### config.mk
export PLATFORM = sky130hd
export DESIGN_NAME = gyro_text_to_servo_pwm
export DESIGN_NICKNAME = d
export VERILOG_FILES = /design/src/sv/gtsp_pkg.sv /design/src/sv/gtsp_front.sv /design/src/sv/gtsp_fifo.sv /design/src/sv/gtsp_back.sv /design/src/sv/gyro_text_to_servo_pwm.sv
export SDC_FILE = /design/constraint.sdc
export NUM_CORES = 2
export LEC_CHECK = 0
export ABC_AREA = 1
export BUFFER_PORTS_ARGS = -buffer_cell sky130_fd_sc_hd__buf_2
export CORE_MARGIN = 2
export CORE_UTILIZATION = 60
export CTS_BUF_LIST = sky130_fd_sc_hd__clkbuf_8
export CTS_CLUSTER_SIZE = 16
export DETAILED_ROUTE_END_ITERATION = 10
export HOLD_SLACK_MARGIN = 0.03
export PLACE_DENSITY = 0.77
export SYNTH_ARGS = -nofsm -noshare
export SYNTH_HDL_FRONTEND = slang
export SYNTH_SLANG_ARGS = --single-unit
### constraint.sdc
create_clock -name i_clk -period 8.8 [get_ports i_clk]
set_input_delay 0.44 -clock i_clk [delete_from_list [all_inputs] [get_ports i_clk]]
set_output_delay 0.44 -clock i_clk [all_outputs]
set_load 0.03 [all_outputs]
### src/sv/gtsp_pkg.sv
`timescale 1ns / 1ps
// ============================================================================
// gtsp_pkg
// Shared types and constants of the text-driven six-channel servo PWM block.
// ============================================================================
package gtsp_pkg;

    // Servo channel count and the channel roles.
    localparam int NUM_CH      = 6;
    localparam int NUM_AXES    = 3;
    localparam int CH_BASE     = 0;
    localparam int CH_SHOULDER = 1;
    localparam int CH_ELBOW    = 2;
    localparam int CH_WRIST    = 3;
    localparam int CH_ROLL     = 4;

    // Configuration register indexes.
    localparam logic [2:0] CFG_PERIOD_TOP     = 3'd0;
    localparam logic [2:0] CFG_DEADBAND_LIMIT = 3'd1;
    localparam logic [2:0] CFG_PULSE_SCALE    = 3'd2;
    localparam logic [2:0] CFG_PULSE_OFFSET   = 3'd3;
    localparam logic [2:0] CFG_PULSE_MIN      = 3'd4;
    localparam logic [2:0] CFG_PULSE_MAX      = 3'd5;

    // Configuration reset values.
    localparam logic [15:0] RST_PERIOD_TOP     = 16'd19999;
    localparam logic [7:0]  RST_DEADBAND_LIMIT = 8'd5;
    localparam logic [7:0]  RST_PULSE_SCALE    = 8'd10;
    localparam logic [15:0] RST_PULSE_OFFSET   = 16'd400;
    localparam logic [15:0] RST_PULSE_MIN      = 16'd400;
    localparam logic [15:0] RST_PULSE_MAX      = 16'd2200;

    // ASCII codes recognized by the line parser.
    localparam logic [7:0] CHAR_ZERO    = 8'h30;
    localparam logic [7:0] CHAR_NINE    = 8'h39;
    localparam logic [7:0] CHAR_MINUS   = 8'h2D;
    localparam logic [7:0] CHAR_COMMA   = 8'h2C;
    localparam logic [7:0] CHAR_NEWLINE = 8'h0A;

    // Axis limit in degrees, and the servo geometry constants.
    localparam int                AXIS_LIMIT     = 90;
    localparam logic signed [8:0] DEG_CENTER     = 9'sd90;
    localparam logic signed [8:0] SHOULDER_BASE  = 9'sd130;
    localparam logic signed [8:0] SHOULDER_FLOOR = 9'sd80;
    localparam logic signed [8:0] ELBOW_BASE     = 9'sd115;
    localparam logic signed [8:0] ELBOW_FLOOR    = 9'sd30;
    localparam logic signed [8:0] WRIST_BASE     = 9'sd90;

    // Queue between the parser and the servo engine.
    localparam int FIFO_DEPTH = 2;
    localparam int FIFO_PTR_W = $clog2(FIFO_DEPTH);
    localparam int FIFO_CNT_W = $clog2(FIFO_DEPTH + 1);

    typedef enum logic [1:0] {
        AXIS_ROLL  = 2'd0,
        AXIS_PITCH = 2'd1,
        AXIS_YAW   = 2'd2
    } t_axis;

    typedef logic signed [7:0] t_deg;
    typedef t_deg              t_axis_arr [NUM_AXES];
    typedef logic [7:0]        t_angle_arr [NUM_CH];
    typedef logic [15:0]       t_width_arr [NUM_CH];

    localparam t_angle_arr ANGLE_RESET = '{8'd90, 8'd130, 8'd115, 8'd90, 8'd90, 8'd90};

    // One classified item as it travels through the queue.
    typedef struct packed {
        logic  is_tick;
        logic  has_field;
        t_axis axis;
        t_deg  value;
    } t_item;

    typedef struct packed {
        logic                  full;
        logic                  empty;
        logic [FIFO_CNT_W-1:0] count;
    } t_fifo_status;

    typedef struct packed {
        logic exec;
        logic exec_tick;
    } t_back_status;

endpackage

### src/sv/gtsp_front.sv
`timescale 1ns / 1ps
// ============================================================================
// gtsp_front
// Accepts items, parses the text lines and pushes classified items, with
// finished axis values, into the queue.
// ============================================================================
module gtsp_front #(
    parameter int ACC_BITS = 16
) (
    input  logic                   i_clk,
    input  logic                   i_rst_n,
    input  logic                   i_in_valid,
    input  logic                   i_kind,
    input  logic [7:0]             i_rx_byte,
    input  gtsp_pkg::t_fifo_status i_fifo,
    output logic                   o_in_stall,
    output logic                   o_push,
    output gtsp_pkg::t_item        o_item
);

    localparam logic signed [ACC_BITS-1:0] FIELD_HI = ACC_BITS'(gtsp_pkg::AXIS_LIMIT);
    localparam logic signed [ACC_BITS-1:0] FIELD_LO = ACC_BITS'(-gtsp_pkg::AXIS_LIMIT);

    logic [ACC_BITS-1:0] r_acc, n_acc;
    logic                r_neg, n_neg;
    logic                r_next_roll, n_next_roll;

    logic                       w_accept;
    logic                       w_digit, w_minus, w_comma, w_newline;
    logic [3:0]                 w_digit_val;
    logic signed [ACC_BITS-1:0] w_signed;
    gtsp_pkg::t_deg             w_field;

    // The queue alone holds the input side back.
    assign o_in_stall = i_fifo.full;
    assign w_accept   = i_in_valid && !i_fifo.full;
    assign o_push     = w_accept;

    // Byte classification.
    assign w_digit     = i_kind && (i_rx_byte >= gtsp_pkg::CHAR_ZERO)
                                && (i_rx_byte <= gtsp_pkg::CHAR_NINE);
    assign w_minus     = i_kind && (i_rx_byte == gtsp_pkg::CHAR_MINUS);
    assign w_comma     = i_kind && (i_rx_byte == gtsp_pkg::CHAR_COMMA);
    assign w_newline   = i_kind && (i_rx_byte == gtsp_pkg::CHAR_NEWLINE);
    assign w_digit_val = 4'(i_rx_byte - gtsp_pkg::CHAR_ZERO);

    // Field value: apply the sign, read as two's complement, clamp to the axis limit.
    always_comb begin
        w_signed = r_neg ? signed'(ACC_BITS'(0) - r_acc) : signed'(r_acc);
        if (w_signed > FIELD_HI) begin
            w_field = gtsp_pkg::t_deg'(gtsp_pkg::AXIS_LIMIT);
        end else if (w_signed < FIELD_LO) begin
            w_field = gtsp_pkg::t_deg'(-gtsp_pkg::AXIS_LIMIT);
        end else begin
            w_field = w_signed[7:0];
        end
    end

    // Item pushed into the queue.
    always_comb begin
        o_item.is_tick   = !i_kind;
        o_item.has_field = w_comma || w_newline;
        o_item.value     = w_field;
        if (w_newline) begin
            o_item.axis = gtsp_pkg::AXIS_YAW;
        end else if (r_next_roll) begin
            o_item.axis = gtsp_pkg::AXIS_ROLL;
        end else begin
            o_item.axis = gtsp_pkg::AXIS_PITCH;
        end
    end

    // Parser state update.
    always_comb begin
        n_acc       = r_acc;
        n_neg       = r_neg;
        n_next_roll = r_next_roll;
        priority if (w_digit) begin
            n_acc = ACC_BITS'({r_acc, 3'b000}) + ACC_BITS'({r_acc, 1'b0})
                  + ACC_BITS'(w_digit_val);
        end else if (w_minus) begin
            n_neg = 1'b1;
        end else if (w_comma) begin
            n_acc       = '0;
            n_neg       = 1'b0;
            n_next_roll = !r_next_roll;
        end else if (w_newline) begin
            n_acc = '0;
            n_neg = 1'b0;
        end
    end

    always_ff @(posedge i_clk) begin
        if (!i_rst_n) begin
            r_acc       <= '0;
            r_neg       <= 1'b0;
            r_next_roll <= 1'b1;
        end else if (w_accept) begin
            r_acc       <= n_acc;
            r_neg       <= n_neg;
            r_next_roll <= n_next_roll;
        end
    end

endmodule

### src/sv/gtsp_fifo.sv
`timescale 1ns / 1ps
// ============================================================================
// gtsp_fifo
// Short queue of classified items between the parser and the servo engine.
// ============================================================================
module gtsp_fifo (
    input  logic                   i_clk,
    input  logic                   i_rst_n,
    input  logic                   i_push,
    input  gtsp_pkg::t_item        i_item,
    input  logic                   i_pop,
    output gtsp_pkg::t_item        o_item,
    output gtsp_pkg::t_fifo_status o_status
);

    localparam int PW = gtsp_pkg::FIFO_PTR_W;
    localparam int CW = gtsp_pkg::FIFO_CNT_W;

    gtsp_pkg::t_item r_slot [gtsp_pkg::FIFO_DEPTH];
    logic [PW-1:0]   r_wr_ptr, r_rd_ptr;
    logic [CW-1:0]   r_count;

    function automatic logic [PW-1:0] ptr_step(input logic [PW-1:0] p);
        return (p == PW'(gtsp_pkg::FIFO_DEPTH - 1)) ? '0 : p + PW'(1);
    endfunction

    assign o_item          = r_slot[r_rd_ptr];
    assign o_status.full   = (r_count == CW'(gtsp_pkg::FIFO_DEPTH));
    assign o_status.empty  = (r_count == '0);
    assign o_status.count  = r_count;

    // Storage writes.
    always_ff @(posedge i_clk) begin
        if (i_push) begin
            r_slot[r_wr_ptr] <= i_item;
        end
    end

    // Pointers and fill count.
    always_ff @(posedge i_clk) begin
        if (!i_rst_n) begin
            r_wr_ptr <= '0;
            r_rd_ptr <= '0;
            r_count  <= '0;
        end else begin
            if (i_push) begin
                r_wr_ptr <= ptr_step(r_wr_ptr);
            end
            if (i_pop) begin
                r_rd_ptr <= ptr_step(r_rd_ptr);
            end
            if (i_push && !i_pop) begin
                r_count <= r_count + CW'(1);
            end else if (i_pop && !i_push) begin
                r_count <= r_count - CW'(1);
            end
        end
    end

endmodule

### src/sv/gtsp_back.sv
`timescale 1ns / 1ps
// ============================================================================
// gtsp_back
// Servo engine: frame counter, pin levels, axis deadband and angle update,
// per-channel pulse width registers and the result register.
// ============================================================================
module gtsp_back (
    input  logic                   i_clk,
    input  logic                   i_rst_n,
    input  logic                   i_cfg_valid,
    input  logic [2:0]             i_cfg_index,
    input  logic [15:0]            i_cfg_data,
    input  gtsp_pkg::t_item        i_item,
    input  gtsp_pkg::t_fifo_status i_fifo,
    output logic                   o_pop,
    input  logic                   i_out_stall,
    output logic                   o_out_valid,
    output logic [5:0]             o_pin_levels,
    output gtsp_pkg::t_angle_arr   o_angle,
    output gtsp_pkg::t_back_status o_status
);

    localparam int NC = gtsp_pkg::NUM_CH;
    localparam int NA = gtsp_pkg::NUM_AXES;

    // Configuration registers.
    logic [15:0] r_period_top, r_pulse_offset, r_pulse_min, r_pulse_max;
    logic [7:0]  r_deadband, r_pulse_scale;

    // Engine state.
    logic [15:0]           r_cnt, n_cnt;
    logic [NC-1:0]         r_pins, n_pins;
    gtsp_pkg::t_axis_arr   r_axis, n_axis;
    gtsp_pkg::t_axis_arr   r_acc_axis, n_acc_axis;
    gtsp_pkg::t_angle_arr  r_angle, n_angle;
    gtsp_pkg::t_width_arr  r_width, n_width;
    logic                  r_width_ok;

    // Result register.
    logic                  r_out_valid;
    logic [NC-1:0]         r_out_pins;
    gtsp_pkg::t_angle_arr  r_out_angle;

    logic w_cfg_we, w_exec;
    logic [NA-1:0] w_take;

    assign w_cfg_we = i_cfg_valid;
    assign w_exec   = !i_fifo.empty && (!r_out_valid || !i_out_stall)
                   && (!i_item.is_tick || r_width_ok);
    assign o_pop    = w_exec;

    assign o_status.exec      = w_exec;
    assign o_status.exec_tick = w_exec && i_item.is_tick;

    assign o_out_valid  = r_out_valid;
    assign o_pin_levels = r_out_pins;
    assign o_angle      = r_out_angle;

    // Configuration writes; indexes beyond the list are dropped.
    always_ff @(posedge i_clk) begin
        if (!i_rst_n) begin
            r_period_top   <= gtsp_pkg::RST_PERIOD_TOP;
            r_deadband     <= gtsp_pkg::RST_DEADBAND_LIMIT;
            r_pulse_scale  <= gtsp_pkg::RST_PULSE_SCALE;
            r_pulse_offset <= gtsp_pkg::RST_PULSE_OFFSET;
            r_pulse_min    <= gtsp_pkg::RST_PULSE_MIN;
            r_pulse_max    <= gtsp_pkg::RST_PULSE_MAX;
        end else if (w_cfg_we) begin
            unique case (i_cfg_index)
                gtsp_pkg::CFG_PERIOD_TOP:     r_period_top   <= i_cfg_data;
                gtsp_pkg::CFG_DEADBAND_LIMIT: r_deadband     <= i_cfg_data[7:0];
                gtsp_pkg::CFG_PULSE_SCALE:    r_pulse_scale  <= i_cfg_data[7:0];
                gtsp_pkg::CFG_PULSE_OFFSET:   r_pulse_offset <= i_cfg_data;
                gtsp_pkg::CFG_PULSE_MIN:      r_pulse_min    <= i_cfg_data;
                gtsp_pkg::CFG_PULSE_MAX:      r_pulse_max    <= i_cfg_data;
                default: ;
            endcase
        end
    end

    // Pulse widths from the current angles: scale, offset, then clamp.
    always_comb begin
        logic [16:0] sum;
        for (int i = 0; i < NC; i++) begin
            sum = {1'b0, {8'd0, r_angle[i]} * {8'd0, r_pulse_scale}}
                + {1'b0, r_pulse_offset};
            if (sum < {1'b0, r_pulse_min}) begin
                n_width[i] = r_pulse_min;
            end else if (sum > {1'b0, r_pulse_max}) begin
                n_width[i] = r_pulse_max;
            end else begin
                n_width[i] = sum[15:0];
            end
        end
    end

    // The width registers take up an angle or configuration change in the cycle
    // after it; ticks wait until they are current again.
    always_ff @(posedge i_clk) begin
        r_width <= n_width;
        if (!i_rst_n) begin
            r_width_ok <= 1'b0;
        end else begin
            r_width_ok <= !(w_cfg_we || (w_exec && !i_item.is_tick));
        end
    end

    // Deadband check against the axis values after this byte.
    always_comb begin
        logic signed [8:0] diff;
        logic [8:0]        mag;
        n_axis = r_axis;
        if (i_item.has_field) begin
            unique case (i_item.axis)
                gtsp_pkg::AXIS_ROLL:  n_axis[gtsp_pkg::AXIS_ROLL]  = i_item.value;
                gtsp_pkg::AXIS_PITCH: n_axis[gtsp_pkg::AXIS_PITCH] = i_item.value;
                gtsp_pkg::AXIS_YAW:   n_axis[gtsp_pkg::AXIS_YAW]   = i_item.value;
                default: ;
            endcase
        end
        for (int a = 0; a < NA; a++) begin
            diff      = {r_acc_axis[a][7], r_acc_axis[a]} - {n_axis[a][7], n_axis[a]};
            mag       = diff[8] ? 9'(-diff) : 9'(diff);
            w_take[a] = (mag < {1'b0, r_deadband});
        end
    end

    // Next engine state for a tick or for a byte.
    always_comb begin
        logic signed [8:0] yaw9, roll9, p9, sh9, el9, wr9;
        n_cnt      = r_cnt;
        n_pins     = r_pins;
        n_acc_axis = r_acc_axis;
        n_angle    = r_angle;
        yaw9  = {n_axis[gtsp_pkg::AXIS_YAW][7], n_axis[gtsp_pkg::AXIS_YAW]};
        roll9 = {n_axis[gtsp_pkg::AXIS_ROLL][7], n_axis[gtsp_pkg::AXIS_ROLL]};
        p9    = {n_axis[gtsp_pkg::AXIS_PITCH][7], n_axis[gtsp_pkg::AXIS_PITCH]};
        sh9   = gtsp_pkg::SHOULDER_BASE + p9;
        el9   = (p9 > 0) ? gtsp_pkg::ELBOW_BASE - p9 : gtsp_pkg::ELBOW_BASE + p9;
        wr9   = (p9 > 0) ? gtsp_pkg::WRIST_BASE - p9 : gtsp_pkg::WRIST_BASE + p9;
        if (i_item.is_tick) begin
            // Frame counter wrap raises every pin; each pin drops at its width.
            if (r_cnt >= r_period_top) begin
                n_cnt  = '0;
                n_pins = '1;
            end else begin
                n_cnt = r_cnt + 16'd1;
            end
            for (int i = 0; i < NC; i++) begin
                if (n_cnt >= r_width[i]) begin
                    n_pins[i] = 1'b0;
                end
            end
        end else begin
            if (w_take[gtsp_pkg::AXIS_YAW]) begin
                n_angle[gtsp_pkg::CH_BASE]     = 8'(yaw9 + gtsp_pkg::DEG_CENTER);
                n_acc_axis[gtsp_pkg::AXIS_YAW] = n_axis[gtsp_pkg::AXIS_YAW];
            end
            if (w_take[gtsp_pkg::AXIS_ROLL]) begin
                n_angle[gtsp_pkg::CH_ROLL]      = 8'(roll9 + gtsp_pkg::DEG_CENTER);
                n_acc_axis[gtsp_pkg::AXIS_ROLL] = n_axis[gtsp_pkg::AXIS_ROLL];
            end
            if (w_take[gtsp_pkg::AXIS_PITCH]) begin
                // Pitch leans the arm; a zero pitch leaves it where it is.
                if (p9 > 0) begin
                    n_angle[gtsp_pkg::CH_ELBOW] = el9[7:0];
                    n_angle[gtsp_pkg::CH_WRIST] = wr9[7:0];
                end else if (p9 < 0) begin
                    n_angle[gtsp_pkg::CH_SHOULDER] =
                        (sh9 > gtsp_pkg::SHOULDER_FLOOR) ? sh9[7:0]
                                                         : gtsp_pkg::SHOULDER_FLOOR[7:0];
                    n_angle[gtsp_pkg::CH_ELBOW] =
                        (el9 > gtsp_pkg::ELBOW_FLOOR) ? el9[7:0]
                                                      : gtsp_pkg::ELBOW_FLOOR[7:0];
                    n_angle[gtsp_pkg::CH_WRIST] = wr9[7:0];
                end
                n_acc_axis[gtsp_pkg::AXIS_PITCH] = n_axis[gtsp_pkg::AXIS_PITCH];
            end
        end
    end

    // Engine state registers.
    always_ff @(posedge i_clk) begin
        if (!i_rst_n) begin
            r_cnt      <= '0;
            r_pins     <= '0;
            r_axis     <= '{default: '0};
            r_acc_axis <= '{default: '0};
            r_angle    <= gtsp_pkg::ANGLE_RESET;
        end else if (w_exec) begin
            r_cnt  <= n_cnt;
            r_pins <= n_pins;
            if (!i_item.is_tick) begin
                r_axis <= n_axis;
            end
            r_acc_axis <= n_acc_axis;
            r_angle    <= n_angle;
        end
    end

    // Result register: loads on every executed item, frees on a transfer.
    always_ff @(posedge i_clk) begin
        if (w_exec) begin
            r_out_pins  <= n_pins;
            r_out_angle <= n_angle;
        end
        if (!i_rst_n) begin
            r_out_valid <= 1'b0;
        end else if (w_exec) begin
            r_out_valid <= 1'b1;
        end else if (!i_out_stall) begin
            r_out_valid <= 1'b0;
        end
    end

endmodule

### src/sv/gyro_text_to_servo_pwm.sv
`timescale 1ns / 1ps
// ============================================================================
// gyro_text_to_servo_pwm
// Six-channel RC servo PWM generator steered by "roll,pitch,yaw" text lines.
//
// Each input item is a timer tick (kind 0) or a received text byte (kind 1),
// and each one yields exactly one result: the six pin levels and the six servo
// angles after that item. The block takes one item per clock while neither the
// queue nor the output stalls; a byte or a configuration write makes the next
// tick wait while the per-channel pulse width registers (angle times scale
// plus offset, clamped) are recomputed. The parser pushes into a two-entry
// queue, and the servo engine executes from it into an output register, so
// each side can stall without holding the other.
// There is no clearing pass after reset. Write configuration only while no
// item is in flight; register indexes six and seven are ignored.
// ============================================================================
module gyro_text_to_servo_pwm #(
    parameter int ACC_BITS = 16
) (
    input  logic        i_clk,
    input  logic        i_rst_n,
    // Item input
    input  logic        i_in_valid,
    output logic        o_in_stall,
    input  logic        i_kind,
    input  logic [7:0]  i_rx_byte,
    // Result output
    output logic        o_out_valid,
    input  logic        i_out_stall,
    output logic [5:0]  o_pin_levels,
    output logic [7:0]  o_angle_ch0,
    output logic [7:0]  o_angle_ch1,
    output logic [7:0]  o_angle_ch2,
    output logic [7:0]  o_angle_ch3,
    output logic [7:0]  o_angle_ch4,
    output logic [7:0]  o_angle_ch5,
    // Configuration writes
    input  logic        i_cfg_valid,
    output logic        o_cfg_ready,
    input  logic [2:0]  i_cfg_index,
    input  logic [15:0] i_cfg_data
);

    gtsp_pkg::t_fifo_status w_fifo;
    gtsp_pkg::t_item        w_push_item, w_head_item;
    gtsp_pkg::t_back_status w_back;
    gtsp_pkg::t_angle_arr   w_angle;
    logic                   w_push, w_pop;

    // Registers are writable at any time.
    assign o_cfg_ready = 1'b1;

    gtsp_front #(
        .ACC_BITS (ACC_BITS)
    ) u_front (
        .i_clk      (i_clk),
        .i_rst_n    (i_rst_n),
        .i_in_valid (i_in_valid),
        .i_kind     (i_kind),
        .i_rx_byte  (i_rx_byte),
        .i_fifo     (w_fifo),
        .o_in_stall (o_in_stall),
        .o_push     (w_push),
        .o_item     (w_push_item)
    );

    gtsp_fifo u_fifo (
        .i_clk    (i_clk),
        .i_rst_n  (i_rst_n),
        .i_push   (w_push),
        .i_item   (w_push_item),
        .i_pop    (w_pop),
        .o_item   (w_head_item),
        .o_status (w_fifo)
    );

    gtsp_back u_back (
        .i_clk        (i_clk),
        .i_rst_n      (i_rst_n),
        .i_cfg_valid  (i_cfg_valid),
        .i_cfg_index  (i_cfg_index),
        .i_cfg_data   (i_cfg_data),
        .i_item       (w_head_item),
        .i_fifo       (w_fifo),
        .o_pop        (w_pop),
        .i_out_stall  (i_out_stall),
        .o_out_valid  (o_out_valid),
        .o_pin_levels (o_pin_levels),
        .o_angle      (w_angle),
        .o_status     (w_back)
    );

    assign o_angle_ch0 = w_angle[0];
    assign o_angle_ch1 = w_angle[1];
    assign o_angle_ch2 = w_angle[2];
    assign o_angle_ch3 = w_angle[3];
    assign o_angle_ch4 = w_angle[4];
    assign o_angle_ch5 = w_angle[5];

`ifndef SYNTHESIS
    // A tick never runs on width registers left stale by a configuration write.
    a_no_tick_after_cfg: assert property (@(posedge i_clk) disable iff (!i_rst_n)
        (i_cfg_valid && o_cfg_ready) |=> !w_back.exec_tick)
        else $error("tick executed with stale pulse widths");

    // Every executed item shows up as a pending result on the next cycle.
    a_exec_gives_result: assert property (@(posedge i_clk) disable iff (!i_rst_n)
        w_back.exec |=> o_out_valid)
        else $error("executed item produced no result");

    // The queue never holds more than its depth and never pops when empty.
    a_queue_bounds: assert property (@(posedge i_clk) disable iff (!i_rst_n)
        (w_fifo.count <= gtsp_pkg::FIFO_CNT_W'(gtsp_pkg::FIFO_DEPTH))
        && !(w_pop && w_fifo.empty))
        else $error("queue count out of range");
`endif

endmodule

==> metrics.txt <==
status=finished, final reports clean; #FFs+latches synth=381; Total Routing Usage GR=0.3467; clock buffer depth=3; Initial Util=0.6035; vias in the first global route=34712; RSZ-0062 raised after global routing=false; CTS tree=done; Cells after Synth=5626; DR vias=36823; mapped cell area=41250 um^2; GRT met3 Usage=0.05684; slew margin rel.=0.2112; setup TNS=0 ns; CTS Buf Count=69; Hold WS=0.06991 ns; Critical path buffers and inverters=6; worst-path maximum fanout=19; XOR/XNOR Fraction of Synth Area=0.03179; Synth Area in Compound Gates=0.1207; gr busiest metal=met2; Final Skew=0.02374 ns; Slew Viols, Final=0; Max stage delay on crit path=0.90 ns; Hold Path Class=in2reg; DR WL/cell=18.65 um; CP most frequent cell=nand2_1; Ports=90; most common cell after layout, fill and taps aside=inv_1; area delta synth->final=6.234%; capturing point of the worst reg2reg path=u_back.r_width[94]; setup bufs post-CTS=0; Max-cap violations=0; routed wire length=122900 um; total die area=70860 um^2; core area=68350 um^2; RD Place Congestion=1.019; fin crit share=0.8471; clock root cell=clkbuf_8; Mean Syn Cell Area=7.332 um^2; Port Buffers=80; Synth Area in Simple Gates=0.1965; initial antenna violation count=1; grt ovf=0; post-synthesis mux area share=0; Critical-path top delay cell=o21ai_1; Net count, final=6570; startpoint types=flop; Post-synth EDFFs=70; Worst setup EP type=flop; GR Util met1=0.4499; Layout fillers=6058; synth unique cells=65; footprint of the multi-input gates=27490 um^2; first-pass GRT wire length=191300 um; Top FF cell, synth=dfxtp_1; Critical Path End=u_back.r_width[94]; min cycle time layout=7.454 ns; Worst-path clk slew=0.06 ns; WP data arrival=8.08 ns; sequential cell area=8332 um^2; origin of the worst setup path=u_back.r_pulse_scale[6]; worst setup path category=reg2reg; largest net degree at the start of global routing=97; YS warnings=0; reg2reg start=u_back.r_pulse_scale[6]; row count=96; Via density=5.586; Antenna Nets Post-Route=0; DR iter-0 viols=3225; chip height=266.2 um; post-CTS sizing=0; clock sink count=381; r2r worst-path depth=28; worst slew pin tran=1.175 ns; Seq/Total Area, Yosys=0.2019; die width=266.2 um; Post-Synth Adder-Cell Area=0.3161; H-Tree Level Count=3; share of layout cells above drive strength 1=0.06096; Levels on crit path=28; worst path required time=9.42 ns; Clock Latency Late Sink=0.68 ns; R2R Setup Slk=1.35 ns; DP HPWL=95640 um; met2 global-route usage=0.5593; final setup fails=0; Top delay family on crit path=adder cells; fmax=134.2 MHz; ys async rst share=0; commonest non-fill, non-tap cells in the layout=inv_1 (1230), nand2_1 (1191), ha_1 (610), a21oi_1 (431), dfxtp_1 (308); Post-route DRC=0; First-pass DRT Iterations=8; final hold vios=0; main combinational cell family by area after synthesis=adder cells
## registers in the layout, summed over array words and instances (netlist names), 2 cells and up, named ones only
name	count
u_back.r_width	96
u_back.o_angle	40
u_back.r_angle	40
u_back.r_acc_axis	24
u_back.r_axis	24
u_fifo.r_slot	24
u_back.r_cnt	16
u_back.r_period_top	16
u_back.r_pulse_max	16
u_back.r_pulse_min	16
u_back.r_pulse_offset	16
u_front.r_acc	16
u_back.r_deadband	8
u_back.r_pulse_scale	8
u_back.o_pin_levels	6
u_back.r_pins	6
u_fifo.r_count	2
## worst min-delay path: cells and delay by family
| family | cells | cell delay [ns] |
|---|---|---|
| AOI/OAI and AO/OA | 1 | 0.06 |
| buffers and inverters | 1 | 0.13 |
| and+or+nand+nor | 1 | 0.07 |
## what timing repair did
| item | 4_1_cts | 5_1_grt |
|---|---|---|
| setup endpoints to repair | 0 | 0 |
| hold buffers | 1 | 0 |
| endpoints found under the hold margin | 1 | 0 |
## through the flow
stage	setup WS [ns]	cell area [um^2]	instances	util
6_report	1.346	43820	6592	0.6411
5_1_grt	0.8016	43820	6592	0.6411
4_1_cts	1.456	43820	6591	0.6411
3_5_place_dp	1.488	42440	6467	0.6209
3_3_place_gp	1.607	42440	6467	0.6209
2_1_floorplan	2.731	41270	5633	-
## cell families after synthesis
family	count (synthesis)
flops	381
simple gates	1888
other cells	2
buf+inv	1422
xor+xnor	148
fa+ha+maj	880
compound gates	905
## cell type report
cell class | count | area share
diodes | 1 | 0.00005711
clock buffers | 80 | 0.02513
clock inverters | 43 | 0.006139
inverters | 1234 | 0.1058
multi-input cells | 3830 | 0.6273
flip-flops and latches | 381 | 0.1901
well taps | 882 | 0.02518
repair buffers | 141 | 0.02027
## per-layer routing
layer / vias up / share of wire / routed length [um]
met4: 0 / 0.057 / 7029
met1: 17035 / 0.41 / 50510
li1: 17853 / - / -
met3: 389 / 0.086 / 10620
met2: 1546 / 0.45 / 54780
met5: - / 0 / 0
## cell usage after synthesis (all sizes together) (6+ instances only)
cell type     n  area (um^2)
o22ai        13        81.33
nand2      1221         4717
nor4          9        56.30
a21oi       432         2166
o2111ai       7        61.31
inv        1223         4596
o21a         11        82.58
nor3         45        225.2
a31oi        15        93.84
xnor2        27        244.0
o211ai       25        187.7
dfxtp       311         6226
fa          270         5405
o21ai       321         1655
or2          22        137.6
nand3       258         1354
o31ai         6        45.04
a21o         14        105.1
xor2        121         1067
nand4        67        425.4
ha          610         7632
a21boi       10        82.58
clkbuf      143        536.8
nor2        226        893.3
o21bai       20        153.9
buf          45        306.5
a211oi       14        105.1
clkinv       11        41.29
nand3b       33        247.7
edfxtp       70         2102
## worst min-delay path by stage
| stage | to | start | cells past startpoint | slack [ns] |
|---|---|---|---|---|
| floorplan | u_back.r_period_top[0] | u_back.r_period_top[0] | 2 | 0.43 |
| global placement | u_back.r_acc_axis[8] | u_back.r_acc_axis[8] | 2 | 0.45 |
| detailed placement | u_back.r_acc_axis[0] | u_back.r_acc_axis[0] | 2 | 0.45 |
| CTS | u_front.r_acc[0] | i_rx_byte[0] | 3 | 0.04 |
| global route | u_front.r_acc[0] | i_rx_byte[0] | 3 | 0.08 |
| finish | u_front.r_acc[0] | i_rx_byte[0] | 3 | 0.07 |
Power is left out: the tool's default activity adds up to more than one toggle a clock period on the data nets, which glitch-free logic cannot reach.
